==> config.mk <==
export PLATFORM = sky130hd
export DESIGN_NAME = limit_alarm_buzzer_controller
export DESIGN_NICKNAME = d
export VERILOG_FILES = /design/src/rtl/core/labc_pkg.sv /design/src/rtl/core/limit_alarm_buzzer_controller.sv /design/src/rtl/core/labc_cfg.sv /design/src/rtl/core/labc_core.sv
export VERILOG_INCLUDE_DIRS = /design/src /design/src/rtl/core
export SDC_FILE = /design/constraint.sdc
export NUM_CORES = 1
export LEC_CHECK = 0
export BUFFER_PORTS_ARGS = -buffer_cell sky130_fd_sc_hd__buf_2
export CORE_ASPECT_RATIO = 1.2
export CORE_UTILIZATION = 25
export DETAILED_ROUTE_END_ITERATION = 10
export GPL_ROUTABILITY_DRIVEN = 0
export PLACE_DENSITY = 0.41
export RECOVER_POWER = 50
export SKIP_LAST_GASP = 1
export SLEW_MARGIN = 20
export SYNTH_ARGS = -nofsm -noshare
export SYNTH_HDL_FRONTEND = slang
export SYNTH_SLANG_ARGS = --single-unit
==> constraint.sdc <==
create_clock -name aclk -period 20.2 [get_ports aclk]
set_clock_uncertainty 0.05 [all_clocks]
set_input_delay 2.02 -clock aclk [delete_from_list [all_inputs] [get_ports aclk]]
set_output_delay 2.02 -clock aclk [all_outputs]
set_load 0.02 [all_outputs]
==> src/rtl/core/limit_alarm_buzzer_controller_macros.svh <==
// Assertion helpers for the limit alarm buzzer controller.
// Every check is clocked on aclk and held off while aresetn is low.
`ifndef LIMIT_ALARM_BUZZER_CONTROLLER_MACROS_SVH
`define LIMIT_ALARM_BUZZER_CONTROLLER_MACROS_SVH

`ifndef SYNTH

// Same-cycle implication.
`define LABC_ASSERT_IMPL(label, ante, cons) \
    label: assert property (@(posedge aclk) disable iff (!aresetn) \
        (ante) |-> (cons)) else $error("labc check failed");

// Next-cycle implication.
`define LABC_ASSERT_NEXT(label, ante, cons) \
    label: assert property (@(posedge aclk) disable iff (!aresetn) \
        (ante) |=> (cons)) else $error("labc check failed");

`else

`define LABC_ASSERT_IMPL(label, ante, cons)
`define LABC_ASSERT_NEXT(label, ante, cons)

`endif

`endif

==> src/rtl/core/labc_pkg.sv <==
`default_nettype none

package labc_pkg;

    localparam int unsigned TICK_W   = 16;
    localparam int unsigned PERIOD_W = 8;
    localparam int unsigned BEEP_W   = 8;
    localparam int unsigned CFG_IDX_W  = 3;
    localparam int unsigned CFG_DATA_W = 16;

    // Register defaults
    localparam logic [TICK_W-1:0]   ON_TICKS_RST     = TICK_W'(750);
    localparam logic [TICK_W-1:0]   OFF_TICKS_RST    = TICK_W'(250);
    localparam logic [TICK_W-1:0]   BASE_TICKS_RST   = TICK_W'(900);
    localparam logic [PERIOD_W-1:0] MUTE_PERIODS_RST = PERIOD_W'(30);
    localparam logic [BEEP_W-1:0]   BEEP_LIMIT_RST   = BEEP_W'(20);

    typedef enum logic [CFG_IDX_W-1:0] {
        REG_ON_TICKS     = 3'd0,
        REG_OFF_TICKS    = 3'd1,
        REG_BASE_TICKS   = 3'd2,
        REG_MUTE_PERIODS = 3'd3,
        REG_BEEP_LIMIT   = 3'd4
    } cfg_idx_t;

    typedef struct packed {
        logic [TICK_W-1:0]   on_ticks;
        logic [TICK_W-1:0]   off_ticks;
        logic [TICK_W-1:0]   base_ticks;
        logic [PERIOD_W-1:0] mute_periods;
        logic [BEEP_W-1:0]   beep_limit;
    } cfg_t;

    typedef struct packed {
        logic                running;
        logic                muted;
        logic                pause;
        logic                continuous;
        logic                relay;
        logic [TICK_W-1:0]   base_count;
        logic [PERIOD_W-1:0] period_count;
        logic [TICK_W-1:0]   phase_count;
        logic [BEEP_W-1:0]   beep_count;
    } alarm_state_t;

    // Status handed from the core to the top level
    typedef struct packed {
        logic relay;
        logic running;
        logic muted;
        logic continuous;
    } alarm_flags_t;

endpackage

`default_nettype wire

==> src/rtl/core/limit_alarm_buzzer_controller.sv <==
// Channel  Dir  Handshake          Payload
// s_       in   s_valid/s_ready    s_limit_active, s_mute_pressed (one 10 ms tick)
// m_       out  m_valid/m_ready    m_relay_on, m_alarm_active, m_alarm_muted,
//                                  m_ring_continuous
// cfg_     in   cfg_we             cfg_index, cfg_wdata (no read-back)
//
// One tick per clock: an s_ transfer updates the alarm state at that edge, and
// the state register is the result register on m_, valid from the next cycle.
// s_ready is high while m_ holds nothing or is being taken, so a stalled m_
// side holds the input off until the waiting result goes; otherwise 1/cycle.
// aresetn (synchronous, active low) clears all flags and counters and loads
// the register defaults: on 750, off 250, base 900, periods 30, limit 20.
`default_nettype none

`include "limit_alarm_buzzer_controller_macros.svh"

module limit_alarm_buzzer_controller
    import labc_pkg::*;
(
    input  wire logic                  aclk,
    input  wire logic                  aresetn,

    // tick input
    input  wire logic                  s_valid,
    output logic                       s_ready,
    input  wire logic                  s_limit_active,
    input  wire logic                  s_mute_pressed,

    // result output
    output logic                       m_valid,
    input  wire logic                  m_ready,
    output logic                       m_relay_on,
    output logic                       m_alarm_active,
    output logic                       m_alarm_muted,
    output logic                       m_ring_continuous,

    // register writes
    input  wire logic                  cfg_we,
    input  wire logic [CFG_IDX_W-1:0]  cfg_index,
    input  wire logic [CFG_DATA_W-1:0] cfg_wdata
);

    cfg_t         cfg;
    alarm_flags_t flags;
    logic         s_xfer;
    logic         m_valid_reg;
    logic         m_valid_next;

    // Accept whenever the result slot is empty or drains this cycle.
    assign s_ready = !m_valid_reg || m_ready;
    assign s_xfer  = s_valid && s_ready;

    labc_cfg u_cfg (
        .aclk      (aclk),
        .aresetn   (aresetn),
        .cfg_we    (cfg_we),
        .cfg_index (cfg_index),
        .cfg_wdata (cfg_wdata),
        .cfg       (cfg)
    );

    // State register doubles as the result register.
    labc_core u_core (
        .aclk         (aclk),
        .aresetn      (aresetn),
        .advance      (s_xfer),
        .limit_active (s_limit_active),
        .mute_pressed (s_mute_pressed),
        .cfg          (cfg),
        .flags        (flags)
    );

    always_comb begin
        m_valid_next = m_valid_reg;
        if (s_xfer) begin
            m_valid_next = 1'b1;
        end else if (m_ready) begin
            m_valid_next = 1'b0;
        end
    end

    always_ff @(posedge aclk) begin
        if (!aresetn) begin
            m_valid_reg <= 1'b0;
        end else begin
            m_valid_reg <= m_valid_next;
        end
    end

    assign m_valid           = m_valid_reg;
    assign m_relay_on        = flags.relay;
    assign m_alarm_active    = flags.running;
    assign m_alarm_muted     = flags.muted;
    assign m_ring_continuous = flags.continuous;

    // Continuous ringing and mute only exist inside a running alarm.
    `LABC_ASSERT_IMPL(a_cont_needs_run, m_ring_continuous, m_alarm_active)
    `LABC_ASSERT_IMPL(a_mute_needs_run, m_alarm_muted, m_alarm_active)
    // A tick with the limit released clears the alarm and the relay.
    `LABC_ASSERT_NEXT(a_release_clears, s_xfer && !s_limit_active,
        !m_alarm_active && !m_relay_on && !m_alarm_muted)
    // A tick with the limit held always leaves the alarm running.
    `LABC_ASSERT_NEXT(a_limit_runs, s_xfer && s_limit_active, m_alarm_active && m_valid)
    // An empty result slot never blocks the input.
    `LABC_ASSERT_IMPL(a_ready_when_empty, !m_valid, s_ready)

endmodule

`default_nettype wire

==> src/rtl/core/labc_cfg.sv <==
`default_nettype none

module labc_cfg
    import labc_pkg::*;
(
    input  wire logic                  aclk,
    input  wire logic                  aresetn,
    input  wire logic                  cfg_we,
    input  wire logic [CFG_IDX_W-1:0]  cfg_index,
    input  wire logic [CFG_DATA_W-1:0] cfg_wdata,
    output cfg_t                       cfg
);

    cfg_t cfg_reg;
    cfg_t cfg_next;

    always_comb begin
        cfg_next = cfg_reg;
        if (cfg_we) begin
            unique case (cfg_idx_t'(cfg_index))
                REG_ON_TICKS:     cfg_next.on_ticks     = cfg_wdata[TICK_W-1:0];
                REG_OFF_TICKS:    cfg_next.off_ticks    = cfg_wdata[TICK_W-1:0];
                REG_BASE_TICKS:   cfg_next.base_ticks   = cfg_wdata[TICK_W-1:0];
                REG_MUTE_PERIODS: cfg_next.mute_periods = cfg_wdata[PERIOD_W-1:0];
                REG_BEEP_LIMIT:   cfg_next.beep_limit   = cfg_wdata[BEEP_W-1:0];
                default:          cfg_next = cfg_reg; // unmapped index: dropped
            endcase
        end
    end

    always_ff @(posedge aclk) begin
        if (!aresetn) begin
            cfg_reg.on_ticks     <= ON_TICKS_RST;
            cfg_reg.off_ticks    <= OFF_TICKS_RST;
            cfg_reg.base_ticks   <= BASE_TICKS_RST;
            cfg_reg.mute_periods <= MUTE_PERIODS_RST;
            cfg_reg.beep_limit   <= BEEP_LIMIT_RST;
        end else begin
            cfg_reg <= cfg_next;
        end
    end

    assign cfg = cfg_reg;

endmodule

`default_nettype wire

==> src/rtl/core/labc_core.sv <==
`default_nettype none

module labc_core
    import labc_pkg::*;
(
    input  wire logic aclk,
    input  wire logic aresetn,
    input  wire logic advance,
    input  wire logic limit_active,
    input  wire logic mute_pressed,
    input  wire cfg_t cfg,
    output alarm_flags_t flags
);

    alarm_state_t state_reg;
    alarm_state_t state_next;

    // One tick: limit edge or release, mute press, mute timeout, then beep pulsing.
    always_comb begin
        state_next = state_reg;

        // limit edge / release
        if (limit_active) begin
            if (!state_reg.running) begin
                state_next.running = 1'b1;
                state_next.relay   = 1'b1;
            end
        end else if (state_reg.running) begin
            state_next = '0;
        end

        // mute press only counts while running
        if (mute_pressed && state_next.running) begin
            state_next.muted        = 1'b1;
            state_next.period_count = '0;
            state_next.relay        = 1'b0;
        end

        // mute timeout
        if (state_next.muted) begin
            state_next.base_count = state_next.base_count + TICK_W'(1);
            if (state_next.base_count >= cfg.base_ticks) begin
                state_next.base_count   = '0;
                state_next.period_count = state_next.period_count + PERIOD_W'(1);
                if (state_next.period_count >= cfg.mute_periods) begin
                    state_next.period_count = '0;
                    state_next.muted        = 1'b0;
                end
            end
        end

        // beep pulsing; ring phase falls straight into the pause branch
        if (state_next.running && !state_next.muted && !state_next.continuous) begin
            if (!state_next.pause) begin
                state_next.phase_count = state_next.phase_count + TICK_W'(1);
                if (state_next.phase_count >= cfg.on_ticks) begin
                    state_next.relay       = 1'b0;
                    state_next.phase_count = '0;
                    state_next.pause       = 1'b1;
                end
            end
            if (state_next.pause) begin
                state_next.phase_count = state_next.phase_count + TICK_W'(1);
                if (state_next.phase_count >= cfg.off_ticks) begin
                    state_next.relay       = 1'b1;
                    state_next.phase_count = '0;
                    state_next.pause       = 1'b0;
                    state_next.beep_count  = state_next.beep_count + BEEP_W'(1);
                end
            end
            if (state_next.beep_count > cfg.beep_limit) begin
                state_next.relay      = 1'b1;
                state_next.continuous = 1'b1;
            end
        end
    end

    always_ff @(posedge aclk) begin
        if (!aresetn) begin
            state_reg <= '0;
        end else if (advance) begin
            state_reg <= state_next;
        end
    end

    assign flags.relay      = state_reg.relay;
    assign flags.running    = state_reg.running;
    assign flags.muted      = state_reg.muted;
    assign flags.continuous = state_reg.continuous;

endmodule

`default_nettype wire

==> results of run 1 <==
[area by class of cell]
class | count | area (µm²) | share of cell area (%)
Clock buffer | 20 | 446.7 | 4.923
Clock inverter | 12 | 200.2 | 2.206
Inverter | 70 | 262.8 | 2.896
Multi-Input combinational cell | 816 | 5092 | 56.12
Sequential cell | 118 | 2362 | 26.03
Tap cell | 401 | 501.7 | 5.530
Timing Repair Buffer | 41 | 207.7 | 2.289
[worst max path at each step]
stage	from	endpoint	slack [ns]	cells past startpoint
after floorplan	s_limit_active	u_core.flags[0]$_SDFFE_PN0P_	10.21	40
after global placement	s_limit_active	u_core.flags[0]$_SDFFE_PN0P_	9.51	38
after detailed placement	s_limit_active	u_core.flags[0]$_SDFFE_PN0P_	9.26	38
after CTS	s_limit_active	u_core.flags[0]$_SDFFE_PN0P_	9.67	38
after global routing	s_limit_active	u_core.flags[3]$_SDFFE_PN0P_	8.78	37
final	s_limit_active	u_core.flags[0]$_SDFFE_PN0P_	9.59	38
[through the flow]
step	worst slack, ns	hold slack, ns	total power, mW
3_5_place_dp	9.259	0.3988	0.3004
3_3_place_gp	9.506	0.3927	0.3008
6_report	9.586	0.4047	0.6366
2_1_floorplan	10.21	0.3863	0.2778
5_1_grt	8.783	0.4242	0.6616
4_1_cts	9.669	0.4069	0.6447
[power by group through the flow]
stage	logic (mW)	registers, mW	clock network [mW]
finish	0.0541	0.240	0.342
global route	0.0600	0.241	0.361
CTS	0.0551	0.240	0.349
detailed placement	0.0548	0.246	0
global placement	0.0552	0.246	0
floorplan	0.0329	0.245	0
[metal layers]
metal | up-vias | part of all wire (%) | routed length, µm
met5 | - | 0 | 0
met4 | 0 | 3.2 | 876
met3 | 56 | 2.7 | 726
met2 | 156 | 50 | 13530
met1 | 3521 | 44 | 12050
li1 | 3722 | - | -
[synthesized netlist by cell type, types with 8 or more instances]
| library cell | number |
|---|---|
| sky130_fd_sc_hd__o21ai_0 | 39 |
| sky130_fd_sc_hd__nand4_1 | 14 |
| sky130_fd_sc_hd__and2_1 | 12 |
| sky130_fd_sc_hd__nor2b_1 | 8 |
| sky130_fd_sc_hd__nand3_1 | 25 |
| sky130_fd_sc_hd__nor3_1 | 16 |
| sky130_fd_sc_hd__and3_1 | 18 |
| sky130_fd_sc_hd__xnor2_1 | 28 |
| sky130_fd_sc_hd__ha_1 | 69 |
| sky130_fd_sc_hd__a31oi_1 | 8 |
| sky130_fd_sc_hd__xor2_1 | 22 |
| sky130_fd_sc_hd__a21o_1 | 10 |
| sky130_fd_sc_hd__clkbuf_1 | 44 |
| sky130_fd_sc_hd__nand2_1 | 195 |
| sky130_fd_sc_hd__dfxtp_1 | 118 |
| sky130_fd_sc_hd__nor2_1 | 91 |
| sky130_fd_sc_hd__or3_1 | 10 |
| sky130_fd_sc_hd__inv_1 | 70 |
| sky130_fd_sc_hd__o211ai_1 | 26 |
| sky130_fd_sc_hd__a21oi_1 | 95 |
| sky130_fd_sc_hd__a22oi_1 | 26 |
[worst max-delay path, delay by kind of cell]
family	cells	cell delay [ns]
AO/OA/AOI/OAI	12	2.45
AND/OR/NAND/NOR	17	4.15
XOR/XNOR	2	0.30
adder cells (fa/ha/maj)	5	1.55
buffers and inverters	2	0.39
[cell usage in the layout (no fill, tap or decap), types with 3 or more instances in the layout]
cell / netlist / final
sky130_fd_sc_hd__a21o_1: 10 / 10
sky130_fd_sc_hd__a21oi_1: 95 / 95
sky130_fd_sc_hd__a22o_1: 4 / 4
sky130_fd_sc_hd__a22oi_1: 26 / 26
sky130_fd_sc_hd__a311oi_1: 3 / 3
sky130_fd_sc_hd__a31oi_1: 8 / 8
sky130_fd_sc_hd__a32oi_1: 6 / 6
sky130_fd_sc_hd__and2_1: 12 / 12
sky130_fd_sc_hd__and3_1: 18 / 18
sky130_fd_sc_hd__and4_1: 4 / 4
sky130_fd_sc_hd__buf_2: 7 / 22
sky130_fd_sc_hd__buf_4: 0 / 7
sky130_fd_sc_hd__bufinv_16: 0 / 5
sky130_fd_sc_hd__clkbuf_1: 44 / 14
sky130_fd_sc_hd__clkbuf_16: 0 / 17
sky130_fd_sc_hd__clkinvlp_4: 0 / 3
sky130_fd_sc_hd__dfxtp_1: 118 / 118
sky130_fd_sc_hd__ha_1: 69 / 69
sky130_fd_sc_hd__inv_1: 70 / 69
sky130_fd_sc_hd__nand2_1: 195 / 195
sky130_fd_sc_hd__nand2b_1: 7 / 7
sky130_fd_sc_hd__nand3_1: 25 / 25
sky130_fd_sc_hd__nand4_1: 14 / 14
sky130_fd_sc_hd__nor2_1: 91 / 91
sky130_fd_sc_hd__nor2b_1: 8 / 7
sky130_fd_sc_hd__nor3_1: 16 / 15
sky130_fd_sc_hd__nor4_1: 4 / 4
sky130_fd_sc_hd__nor4b_1: 4 / 4
sky130_fd_sc_hd__o211ai_1: 26 / 26
sky130_fd_sc_hd__o21a_1: 5 / 5
sky130_fd_sc_hd__o21ai_0: 39 / 39
sky130_fd_sc_hd__o21ai_1: 5 / 5
sky130_fd_sc_hd__o31ai_1: 6 / 6
sky130_fd_sc_hd__or2_2: 3 / 3
sky130_fd_sc_hd__or3_1: 10 / 10
sky130_fd_sc_hd__or4_1: 6 / 6
sky130_fd_sc_hd__xnor2_1: 28 / 28
sky130_fd_sc_hd__xor2_1: 22 / 22
[cells by family after synthesis]
group,after synthesis,share of synthesized area (%)
AND/OR/NAND/NOR,429,25.00
AO/OA/AOI/OAI,267,22.61
buffers and inverters,123,5.946
flip-flops,118,29.85
adder cells (fa/ha/maj),69,10.91
XOR/XNOR,50,5.534
multiplexers,1,0.1423
==> impl_results.rst, run 1 <==
.. list-table::
   :header-rows: 1

   * - Metric
     - Value
   * - NumNets Final
     - ~1200
   * - Standard-cell row count
     - 71
   * - Worst hold path startpoint
     - u_cfg.cfg[7]$_SDFFE_PN0P_
   * - Fmax achieved
     - 94.22 MHz
   * - Register bit total from synthesis
     - 118
   * - Relative contribution of sequential cells to total power
     - about 38%
   * - Combined global-route utilization of all metal layers
     - 17.44%
   * - R2R Path Start
     - u_core.flags[2]$_SDFFE_PN0P_
   * - Share of total power in combinational logic
     - 8.5%
   * - # hold bufs at CTS
     - 0
   * - DP Cell Count
     - 1446
   * - DR vias
     - 7455
   * - Final setup violation count
     - 0
   * - CP max stage cell
     - sky130_fd_sc_hd__nor3_1
   * - Final standard cell count with taps included and fillers excluded
     - 1478
   * - Die Y
     - 196.9 µm
   * - Fin Setup TNS
     - 0 ns
   * - MaxCap Viol Count
     - 2
   * - Drt drc
     - 0
   * - Most used routing layer
     - met2
   * - Share of final-layout standard cells stronger than drive strength 1
     - 7.149%
   * - Placed instance area
     - roughly 8400 µm²
   * - RSZ-0062 raised after global routing
     - no
   * - Source-to-sink clock delay at the later pin of the worst-skew pair
     - 0.42 ns
   * - Average detailed-routed wire length per instance
     - 18.39 µm
   * - Area growth, synth to finish
     - 14.67%
   * - Switching share of power
     - 25.36%
   * - Net switching power
     - 0.1614 mW
   * - Final min period
     - 10.61 ns
   * - Number of nets with antenna violations after detailed routing
     - 0
   * - Synthesized area divided by synthesized cell count
     - 7.486 µm²
   * - Worst EP required
     - 20.45 ns
   * - Share of the synthesized area in the top cell type
     - 29.85%
   * - Met2 Resource Use GR
     - 29.88%
   * - Clk root buf
     - sky130_fd_sc_hd__clkbuf_16
   * - Worst-path maximum fanout
     - 15
   * - Clock sink count
     - 118
   * - Final antenna diode count
     - 0
   * - Post-Syn Instances
     - 1057
   * - Number of gates given a new drive strength after cts
     - 0
   * - Result of the run
     - finished with violations
   * - Share of the core filled with cells in the final layout
     - 29.02%
   * - Post-detailed-routing wire length
     - 27180 µm
   * - Grt met1 use
     - 21.71%
   * - R2r endpoint
     - u_core.flags[0]$_SDFFE_PN0P_
   * - Max FFs per register
     - 64
   * - CP max stage delay
     - 0.63 ns
   * - Number of placed I/O pins
     - 32
   * - Starting density of the core
     - 25.30%
   * - Count of flip-flops with a built-in enable after synthesis
     - 0
   * - Count of routing violations after the opening detailed-route iteration
     - 472
   * - Worst-case vdd ir drop
     - approximately 0.000043 V
   * - Core Area
     - 31270 µm²
   * - CTS H-Tree Depth
     - 4
   * - Most used flip-flop cell after synthesis
     - sky130_fd_sc_hd__dfxtp_1
   * - Max-slew violation count
     - 117
   * - Cell depth of the worst min-delay path
     - 2
   * - Headroom to the max-slew limit
     - -181.3%
   * - Worst Reg2Reg Path Length in Cells
     - 37
   * - Cell internal pwr
     - 0.4751 mW
   * - Global-route wire length before repair
     - ~43000 µm
   * - Post-synthesis net count
     - between 1000 and 1500
   * - Yosys synthesis warning count
     - 0
   * - Cell area power density
     - 70.15 nW/µm²
   * - Maximum number of pins on one net before global-route repair
     - 83
   * - Synth unique cells
     - 69
   * - Total CTS buffers
     - 17
   * - R2R Setup Slk
     - ~11 ns
   * - End of the worst hold path
     - u_cfg.cfg[7]$_SDFFE_PN0P_
   * - Failing checks
     - max-capacitance violations, max-slew violations
   * - Drt via density
     - about 5.0
   * - Global route total overflow
     - 0
   * - Filler Cells Inserted
     - 3454
   * - Post-CTS setup buffer count
     - 0
   * - Antenna violations before repair
     - 0
   * - Floorplan die area
     - 32370 µm²
   * - Port Buffers
     - 31
   * - Least-Margin Pin Slew
     - between 4 and 5 ns
   * - Clock tree from TritonCTS
     - built
   * - Post-synthesis sequential area ratio
     - between 20% and 30%
   * - Share of the clock period used by the worst path
     - 52.54%
   * - Synthesized area
     - 7913 µm²
   * - Cell types occupying the most area after synthesis
     - sky130_fd_sc_hd__dfxtp_1 30%, sky130_fd_sc_hd__ha_1 11%, sky130_fd_sc_hd__nand2_1 9.3%
   * - Final Hold Vio Count
     - 0
   * - Estimated wirelength of the detail-placed design
     - 20440 µm
   * - Arrival time worst endpoint
     - 10.87 ns
   * - Clock tree buffer depth
     - 2
   * - Kind of capture point of the worst setup path
     - flop
   * - Worst Setup Path Type
     - input pin to flop
   * - Register clock-pin slew on the reported worst setup and hold paths
     - 0.06 ns
   * - Vias in the first global route
     - about 7200
   * - Category of the worst setup path launch point
     - input pin
   * - Number of iterations in the first detailed-routing pass
     - 5
   * - Width of the die
     - about 160 µm
   * - Proportion of power drawn by the clock network
     - 53.7%
   * - Met3 global-route usage
     - 2.504%
   * - Async set-reset flop share out of synthesis
     - 0%
   * - Leakage power total
     - 3.537 nW
   * - Worst Hold Class
     - flop to flop
   * - Area of all placed cells without fillers
     - 9074 µm²
   * - Largest area contributor in the netlist
     - sky130_fd_sc_hd__dfxtp_1
Power figures use the tool's default switching activity.
==> run 2, diff against run 1 <==
--- a/config.mk
+++ b/config.mk
@@ -6,12 +6,13 @@
 export SDC_FILE = /design/constraint.sdc
 export NUM_CORES = 1
 export LEC_CHECK = 0
+export ABC_AREA = 1
 export BUFFER_PORTS_ARGS = -buffer_cell sky130_fd_sc_hd__buf_2
 export CORE_ASPECT_RATIO = 1.2
 export CORE_UTILIZATION = 25
 export DETAILED_ROUTE_END_ITERATION = 10
 export GPL_ROUTABILITY_DRIVEN = 0
-export PLACE_DENSITY = 0.41
+export PLACE_DENSITY = 0.42
 export RECOVER_POWER = 50
 export SKIP_LAST_GASP = 1
 export SLEW_MARGIN = 20
==> constraint.sdc (replaced) <==
create_clock -name aclk -period 9.5 [get_ports aclk]
set_clock_uncertainty 0.05 [all_clocks]
set_input_delay 0.95 -clock aclk [delete_from_list [all_inputs] [get_ports aclk]]
set_output_delay 0.95 -clock aclk [all_outputs]
set_load 0.02 [all_outputs]
==> impl_results.rst, run 2 <==
.. list-table::
   :header-rows: 1

   * - Metric
     - Value
   * - # hold bufs at CTS
     - 0
   * - Proportion of power drawn by the clock network
     - 41.6%
   * - Share of final-layout standard cells stronger than drive strength 1
     - 9.265%
   * - Worst Reg2Reg Path Length in Cells
     - 39
   * - Share of total power in combinational logic
     - about 24%
   * - Cell depth of the worst min-delay path
     - 2
   * - Least-Margin Pin Slew
     - 3.139 ns
   * - Standard-cell row count
     - 73
   * - Synth unique cells
     - 53
   * - Maximum number of pins on one net before global-route repair
     - 84
   * - Result of the run
     - finished with violations
   * - Kind of capture point of the worst setup path
     - flop
   * - Leakage power total
     - ~4.2 nW
   * - Starting density of the core
     - between 20% and 30%
   * - Estimated wirelength of the detail-placed design
     - approximately 21000 µm
   * - CP max stage cell
     - sky130_fd_sc_hd__nor2_1
   * - Yosys synthesis warning count
     - 0
   * - Post-synthesis net count
     - 1378
   * - Final antenna diode count
     - 0
   * - Share of the clock period used by the worst path
     - between 80% and 90%
   * - Worst Setup Path Type
     - input pin to flop
   * - Combined global-route utilization of all metal layers
     - 16.58%
   * - Clock sink count
     - ~120
   * - Fin worst setup slack
     - roughly 1.9 ns
   * - Die Y
     - 204.0 µm
   * - Largest area contributor in the netlist
     - sky130_fd_sc_hd__dfxtp_1
   * - Synthesized area divided by synthesized cell count
     - 6.626 µm²
   * - Final min period
     - 7.605 ns
   * - Arrival time worst endpoint
     - between 7 and 8 ns
   * - Async set-reset flop share out of synthesis
     - 0%
   * - RSZ-0062 raised after global routing
     - no
   * - DR vias
     - 8156
   * - Leading cell type in the layout, fill and taps excluded
     - sky130_fd_sc_hd__nand2_1
   * - Floorplan die area
     - 34750 µm²
   * - Cell internal pwr
     - 1.034 mW
   * - Port Buffers
     - 31
   * - Global route total overflow
     - 0
   * - Number of buffers and inverters on the critical path
     - 7
   * - Area of the multi-input gates
     - 5191 µm²
   * - Worst-case vdd ir drop
     - 0.00008726 V
   * - Post-CTS setup buffer count
     - 0
   * - Clock tree from TritonCTS
     - built
   * - Total CTS buffers
     - 17
   * - Failing checks
     - max-capacitance violations, max-slew violations
   * - Area growth, synth to finish
     - 13.50%
   * - Global-route wire length before repair
     - 43850 µm
   * - End of the worst hold path
     - u_core.state_reg[2]$_SDFFE_PN0P_
   * - Post-detailed-routing wire length
     - approximately 28000 µm
   * - NumNets Final
     - 1388
   * - Switching share of power
     - 35.19%
   * - Number of nets with antenna violations after detailed routing
     - 0
   * - Post-Syn Instances
     - about 1300
   * - Critical path's most frequent cell
     - sky130_fd_sc_hd__nand2_1
   * - Share of the synthesized area in the top cell type
     - 27.79%
   * - MaxCap Viol Count
     - 1
   * - Antenna violations before repair
     - 0
   * - Max FFs per register
     - 64
   * - Worst Hold Class
     - flop to flop
   * - Count of routing violations after the opening detailed-route iteration
     - roughly 440
   * - Final Hold Vio Count
     - 0
   * - Net switching power
     - between 0.5 and 0.6 mW
   * - Core Area
     - 33340 µm²
   * - Clock tree buffer depth
     - 2
   * - Most numerous cell in the Yosys netlist
     - sky130_fd_sc_hd__nand2_1
   * - Worst EP required
     - 9.72 ns
   * - Number of placed I/O pins
     - 32
   * - Critical path depth
     - 41
   * - Number of gates given a new drive strength after cts
     - 0
   * - Headroom to the max-slew limit
     - -109.3%
   * - Worst slack, placed
     - 1.426 ns
   * - Vias in the first global route
     - 7869
   * - Fmax achieved
     - about 130 MHz
   * - Source-to-sink clock delay at the later pin of the worst-skew pair
     - between 0.4 and 0.5 ns
   * - R2r endpoint
     - u_core.flags[3]$_SDFFE_PN0P_
   * - Relative contribution of sequential cells to total power
     - 34.1%
   * - Category of the worst setup path launch point
     - input pin
   * - Cell types occupying the most area after synthesis
     - sky130_fd_sc_hd__dfxtp_1 28%, sky130_fd_sc_hd__nand2_1 11%, sky130_fd_sc_hd__ha_1 10%
   * - Average detailed-routed wire length per instance
     - ~16 µm
   * - R2R Setup Slk
     - approximately 2.2 ns
   * - Drt drc
     - 0
   * - Clk root buf
     - sky130_fd_sc_hd__clkbuf_16
   * - Number of iterations in the first detailed-routing pass
     - 5
   * - CP max stage delay
     - 0.30 ns
   * - Worst hold path startpoint
     - u_core.state_reg[2]$_SDFFE_PN0P_
   * - Total design power
     - 1.595 mW
   * - Register bit total from synthesis
     - 118
   * - Filler Cells Inserted
     - 3701
   * - Worst-path maximum fanout
     - 37
   * - Footprint of the flip-flops and latches
     - 2362 µm²
   * - Final setup violation count
     - 0
   * - CTS H-Tree Depth
     - 4
   * - Drt via density
     - 4.645
   * - Most used flip-flop cell after synthesis
     - sky130_fd_sc_hd__dfxtp_1
   * - Count of flip-flops with a built-in enable after synthesis
     - 0
   * - Fin Setup TNS
     - 0 ns
   * - Cell area power density
     - 165.3 nW/µm²
   * - R2R Path Start
     - u_core.flags[2]$_SDFFE_PN0P_
   * - Register clock-pin slew on the reported worst setup and hold paths
     - 0.06 ns
   * - Most common library cells after synthesis
     - 258 x sky130_fd_sc_hd__nand2_1, 189 x sky130_fd_sc_hd__inv_1, 151 x sky130_fd_sc_hd__a21oi_1
   * - Largest delay share family, worst path
     - simple AND/OR/NAND/NOR gates
   * - Commonest non-fill, non-tap cells in the layout
     - 257 x sky130_fd_sc_hd__nand2_1, 189 x sky130_fd_sc_hd__inv_1, 151 x sky130_fd_sc_hd__a21oi_1
   * - Synthesized area
     - 8501 µm²
   * - Width of the die
     - 170.3 µm
   * - Max-slew violation count
     - 76
   * - Post-synthesis sequential area ratio
     - about 28%
## run 2: cells by family after synthesis
kind of cell,count (synthesis),synth area share [%]
xor gates and xnor gates,31,3.371
adders and majority gates,69,10.16
AOI/OAI and AO/OA,307,20.39
and+or+nand+nor,515,27.10
DFF,118,27.79
buffers and inverters,243,11.20
## run 2: how the worst max path moves through the flow
stage                                               to  slack, ns            from
after floorplan           u_core.flags[3]$_SDFFE_PN0P_       3.05  s_limit_active
after global placement    u_core.flags[3]$_SDFFE_PN0P_       1.63  s_limit_active
after detailed placement  u_core.flags[3]$_SDFFE_PN0P_       1.43  s_limit_active
after CTS                 u_core.flags[3]$_SDFFE_PN0P_       1.87  s_limit_active
after global routing      u_core.flags[3]$_SDFFE_PN0P_       1.04  s_limit_active
final                     u_core.flags[3]$_SDFFE_PN0P_       1.90  s_limit_active
## run 2: layout make-up
class	instances	area share, %
tap	450	5.836
clock inverter	15	1.751
multi-input combinational	922	53.81
inverter	196	7.677
clock buffer	17	4.409
sequential	118	24.48
timing repair buffer	38	2.036
## run 2: power groups by stage
stage / clock network (mW) / logic, mW / registers (mW)
floorplan: 0 / 0.277 / 0.550
global placement: 0 / 0.390 / 0.554
detailed placement: 0 / 0.390 / 0.554
CTS: 0.685 / 0.392 / 0.543
global route: 0.705 / 0.439 / 0.546
finish: 0.664 / 0.388 / 0.543
## run 2: through the flow
| stage | hold slack [ns] | utilization [%] | cells | area, µm² |
|---|---|---|---|---|
| 4_1_cts | 0.4170 | 28.97 | 1756 | 9659 |
| 3_3_place_gp | 0.4049 | 27.19 | 1724 | 9065 |
| 3_5_place_dp | 0.4078 | 27.19 | 1724 | 9065 |
| 5_1_grt | 0.4353 | 28.94 | 1756 | 9648 |
| 2_1_floorplan | 0.3853 | - | 1283 | 8501 |
| 6_report | 0.4151 | 28.94 | 1756 | 9648 |
## run 2: per-layer routing
metal  GRT usage, %  share of wire (%)  routed length, µm
met3          1.898                2.2                613
met5              0                  0                  0
met4          6.725                3.0                837
met2          30.46                 51              14210
met1          19.33                 43              12000
## run 2: tightest hold or removal path: stages (launching register included)
cell                      delay [ns]
sky130_fd_sc_hd__dfxtp_1        0.31
sky130_fd_sc_hd__nand2_1        0.06
sky130_fd_sc_hd__a21oi_1        0.05
